### src/hw/rtl/data_group_deframer_reassembler_assert.svh
// ---------------------------------------------------------------------------
// Assertion macros for the data-group deframer
// Small wrappers for the concurrent checks used in the RTL.
// ---------------------------------------------------------------------------
`ifndef DATA_GROUP_DEFRAMER_REASSEMBLER_ASSERT_SVH
`define DATA_GROUP_DEFRAMER_REASSEMBLER_ASSERT_SVH

// Same-cycle implication, disabled during reset.
`define DGDR_ASSERT_IMP(label, clk, rst_n, ante, cons, msg) \
  label: assert property (@(posedge clk) disable iff (!rst_n) (ante) |-> (cons)) \
    else $error(msg);

// Next-cycle implication, disabled during reset.
`define DGDR_ASSERT_NXT(label, clk, rst_n, ante, cons, msg) \
  label: assert property (@(posedge clk) disable iff (!rst_n) (ante) |=> (cons)) \
    else $error(msg);

`endif

### src/hw/rtl/dgdr_ram.sv
// ---------------------------------------------------------------------------
// dgdr_ram
// Generic single-write, single-read RAM with a registered read port.
// ---------------------------------------------------------------------------
module dgdr_ram #(
  parameter int WIDTH = 8,
  parameter int DEPTH = 256
) (
  input  logic                     clk,
  input  logic                     we,
  input  logic [$clog2(DEPTH)-1:0] waddr,
  input  logic [WIDTH-1:0]         wdata,
  input  logic                     re,
  input  logic [$clog2(DEPTH)-1:0] raddr,
  output logic [WIDTH-1:0]         rdata
);

  logic [WIDTH-1:0] mem [DEPTH];
  logic [WIDTH-1:0] rdata_r;

  always_ff @(posedge clk) begin
    if (we) begin
      mem[waddr] <= wdata;
    end
    if (re) begin
      rdata_r <= mem[raddr];
    end
  end

  assign rdata = rdata_r;

endmodule

### config.mk
export PLATFORM = sky130hd
export DESIGN_NAME = dgdr_ram
export DESIGN_NICKNAME = d
export VERILOG_FILES = /design/src/hw/rtl/data_group_deframer_reassembler_assert.svh /design/src/hw/rtl/dgdr_ram.sv
export SDC_FILE = /design/constraint.sdc
export NUM_CORES = 2
export LEC_CHECK = 0
export BUFFER_PORTS_ARGS = -buffer_cell sky130_fd_sc_hd__buf_4
export CELL_PAD_IN_SITES_DETAIL_PLACEMENT = 0
export CELL_PAD_IN_SITES_GLOBAL_PLACEMENT = 2
export CORE_ASPECT_RATIO = 0.75
export CORE_MARGIN = 5
export CORE_UTILIZATION = 55
export CTS_CLUSTER_SIZE = 12
export DETAILED_ROUTE_END_ITERATION = 6
export HOLD_SLACK_MARGIN = 0.08
export PLACE_DENSITY_LB_ADDON = 0.12
export SYNTH_ARGS = -nofsm -noshare
export SYNTH_HDL_FRONTEND = slang
export SYNTH_SLANG_ARGS = --single-unit
### constraint.sdc
create_clock -name clk -period 7.4 [get_ports clk]
set_input_delay 1.11 -clock clk [delete_from_list [all_inputs] [get_ports clk]]
set_output_delay 1.11 -clock clk [all_outputs]
set_load 0.02 [all_outputs]
== Word-level counts from Yosys, hierarchy flattened ==
Memories as Yosys holds them, arrays and structs flattened. A register that Yosys moved wholly into a read port is not among the register bits.
Cells that the tools add are included.

* RAM bits: 2048
* Memories: 1
* Register bits after elaboration: 0
* Logic and storage cells: 3
* Input bits: 27
* Output and inout bits: 8

* Multiplexer cells: 2

{| class="wikitable"
|+ Memory list
! memory !! words !! bits a word !! read ports !! clocked after Yosys merged registers in !! wr ports !! line !! RTL
|-
| mem || 256 || 8 || 1 || 1 || 1 || dgdr_ram.sv:18 || <nowiki>logic [WIDTH-1:0] mem [DEPTH];</nowiki>
|}

{| class="wikitable"
|+ Operators with widths
! operator !! count
|-
| 2-to-1 mux 1 bit || 2
|}

== Depth between registers and ports, before layout ==
* Depth after elaboration: 2
* Gate-level depth with buffers: 11
* Gate-level depth less buffers: 6

== Least setup slack after synthesis ==
OpenSTA, ideal clock, no wires.

* Path kind: input-to-reg
* Start: input port raddr[0]
* End: register rdata_r[2] (netlist: rdata[2]), read port of mem (data pin)
* Slack: 4.214 ns
* Buffers on the path: 4
* Library setup time: 0.269 ns
* Stages on the path: 9
* Data required time: 7.131 ns
* Data arrival time: 2.917 ns
* Cells stage by stage: buf_6 buf_12 buf_8 buf_2 mux4_2 a22oi_1 a21oi_1 nor4_1 nor4_2

{| class="wikitable"
|+ RTL lines
! element !! line !! RTL
|-
| start: declaration || dgdr_ram.sv:14 || <nowiki>input logic [$clog2(DEPTH)-1:0] raddr,</nowiki>
|-
| end: declaration || dgdr_ram.sv:19 || <nowiki>logic [WIDTH-1:0] rdata_r;</nowiki>
|}

==> metrics.txt <==
CTS root buffer clkbuf_16; Setup TNS Final 0 ps; Final Hold Viols 0; Data required, critical path approximately 7900 ps; GP Congestion 0.8594; vias per inst approximately 6.7; switch share between 20% and 30%; status finished, final reports clean; Overflow after GRT 0; clock share of power between 30% and 40%; CTS resizes 0; RSZ-0062 raised after global routing no; clock sink total 2056; Routed WL roughly 200000 um; Cell Pwr Density 263.0 nW/um^2; hold slack roughly 690 ps; Yosys cell types 54; commonest non-fill, non-tap cell in the layout edfxtp_1; # DRC 0; Worst Setup End Kind register; hold_buf cts 0; number of synthesized flops with an enable pin between 2000 and 2500; WL/cell around 35 um; FILL cells 9837; Detailed Route Iter0 Violations ~4800; crit-path max FO a little over 70; first-pass GRT wire length a little under 300000 um; Crit Path Class input port to register; Clock Skew ~25 ps; Die Footprint approximately 150000 um^2; max-slew violations 0; pre-CTS WS 2012 ps; Seq cells post-synth approximately 2100; area of the core around 140000 um^2; leakage power total 26.59 nW; FP Rows 120; Hold Path Class input port to register; Vias roughly 39000; Min Clock Period, post-route 4547 ps; Worst-Margin Slew approximately 1300 ps; Comb power frac 5.1%; Worst-Skew Late Latency a little over 800 ps; ys async rst share 0%; vias in the first global route 38840; antenna violations before repair 14; Seq/Total Area, Yosys between 70% and 80%; ys flop type edfxtp_1; syn nets between 3000 and 4000; DR pass1 iterations 5; IO Count 35; largest net degree at the start of global routing approximately 190; postcts setup bufs 0; synthesized area per cell ~21 um^2; Fmax achieved roughly 0.22 GHz; fin util between 60 and 70%; Critical Path AT between 5000 and 6000 ps; period utilization 61.44%; MaxCap Viol Count 0; Synth Instances 3733; Post-Syn Area approximately 80000 um^2; Synthesis Warnings 0; Internal about 18 mW; CTS max path bufs 3; initial core utilization about 56%; # setup viols final 0; layout cell share with drive strength beyond 1 a little over a fifth; All-Layer GR Usage 26.68%; placed cell area about 80000 um^2; CTS Buf Count a little under 200; most frequent cells in the layout 2056 x edfxtp_1, 454 x mux4_2, 279 x nor2_1; nets@finish about 3900; Final WS setup roughly 2900 ps; sequential power share between 50% and 60%; DIE HEIGHT around 340 um; peak supply drop between 0.2 and 0.25 mV; CTS clk-pin slew, worst paths around 60 ps; relative slew slack 12.75%; buffers added on ports 34; dpl hpwl ~120000 um; final instance area between 80000 and 90000 um^2; # H-tree levels 4; Startpoint Class input port; CTS tree done; net switching power between 4 and 5 mW; Worst R2R Setup Slack 4180 ps; antenna-violating nets left 0; Die X around 450 um; Area Growth Syn to Fin 9.520%
## sequential cells by signal (all words and copies together) (netlist names)
signal / count
mem: 2048
rdata: 8
## metrics by stage
step / power, mW / instances
after detailed placement: 14.28 / 5516
after floorplan: 13.73 / 3733
final: 22.94 / 5797
after global placement: 14.25 / 5513
after global routing: 23.64 / 5792
after CTS: 23.07 / 5786
## cells by family (layout without fill, tap and decap cells)
group | count (synthesis) | after routing | synth area share, %
flops | 2056 | 2056 | 77.53
simple gates | 466 | 466 | 2.625
other cells | 0 | 11 | 0
buf+inv | 235 | 397 | 1.829
mux | 591 | 591 | 14.60
compound gates | 385 | 385 | 3.416
## path summary, 6_finish.rpt
path,from,end,depth (start not counted)
min,re,rdata[5],1
max,raddr[0],rdata[3],8
max reg2reg,mem[101][1],rdata[1],6
min reg2reg,mem[60][2],rdata[2],6
## area by class of cell
type                            count  area [um^2]  share of cell area, %
Antenna cell                       11        27.53                0.03156
Clock buffer                      245         5280                  6.054
Clock inverter                     25        111.4                 0.1277
Inverter                            2        7.507               0.008607
Multi-Input combinational cell   1442        16540                  18.97
Sequential cell                  2056        61740                  70.79
Tap cell                         1891         2366                  2.713
Timing Repair Buffer              125         1141                  1.308
## critical path: stages
cell and delay [ps]:
buf_8 600, buf_12 420, buf_4 430, mux4_2 570, mux2i_1 390, o221ai_1 170, a211oi_1 1030, nor4_1 90
## cell usage after synthesis (all sizes together) (10+ instances only)
cell type	number	area, um^2
o221ai	47	417.9
clkbuf	111	416.7
o22ai	28	175.2
a211oi	16	120.1
edfxtp	2056	61740
a221oi	14	128.9
a21oi	96	480.5
a22oi	133	998.5
o21ai	12	60.06
nor3	22	110.1
buf	122	1032
o211ai	10	75.07
nand4	10	62.56
nor4	27	187.7
mux2i	134	1341
nor2	282	1059
nor2b	31	193.9
mux4	456	10280
nand3	34	170.2
nand2	33	123.9
## power groups by stage
stage	Clock [mW]	Sequential, mW	Combinational, mW
2_1_floorplan	0	13.1	0.624
4_1_cts	9.03	12.9	1.17
5_1_grt	9.55	12.9	1.23
6_report	8.90	12.9	1.17
3_3_place_gp	0	13.1	1.14
3_5_place_dp	0	13.1	1.17
## metal layers
layer | vias to the layer above | share of wire [%] | GRT usage (%)
li1 | 15820 | - | -
met1 | 20620 | 41 | 39.81
met2 | 2032 | 45 | 38.52
met3 | 247 | 12 | 8.607
met4 | 2 | 2.3 | 7.283
met5 | - | 0.0089 | 0
No activity file was read; power rests on OpenSTA's default activity.
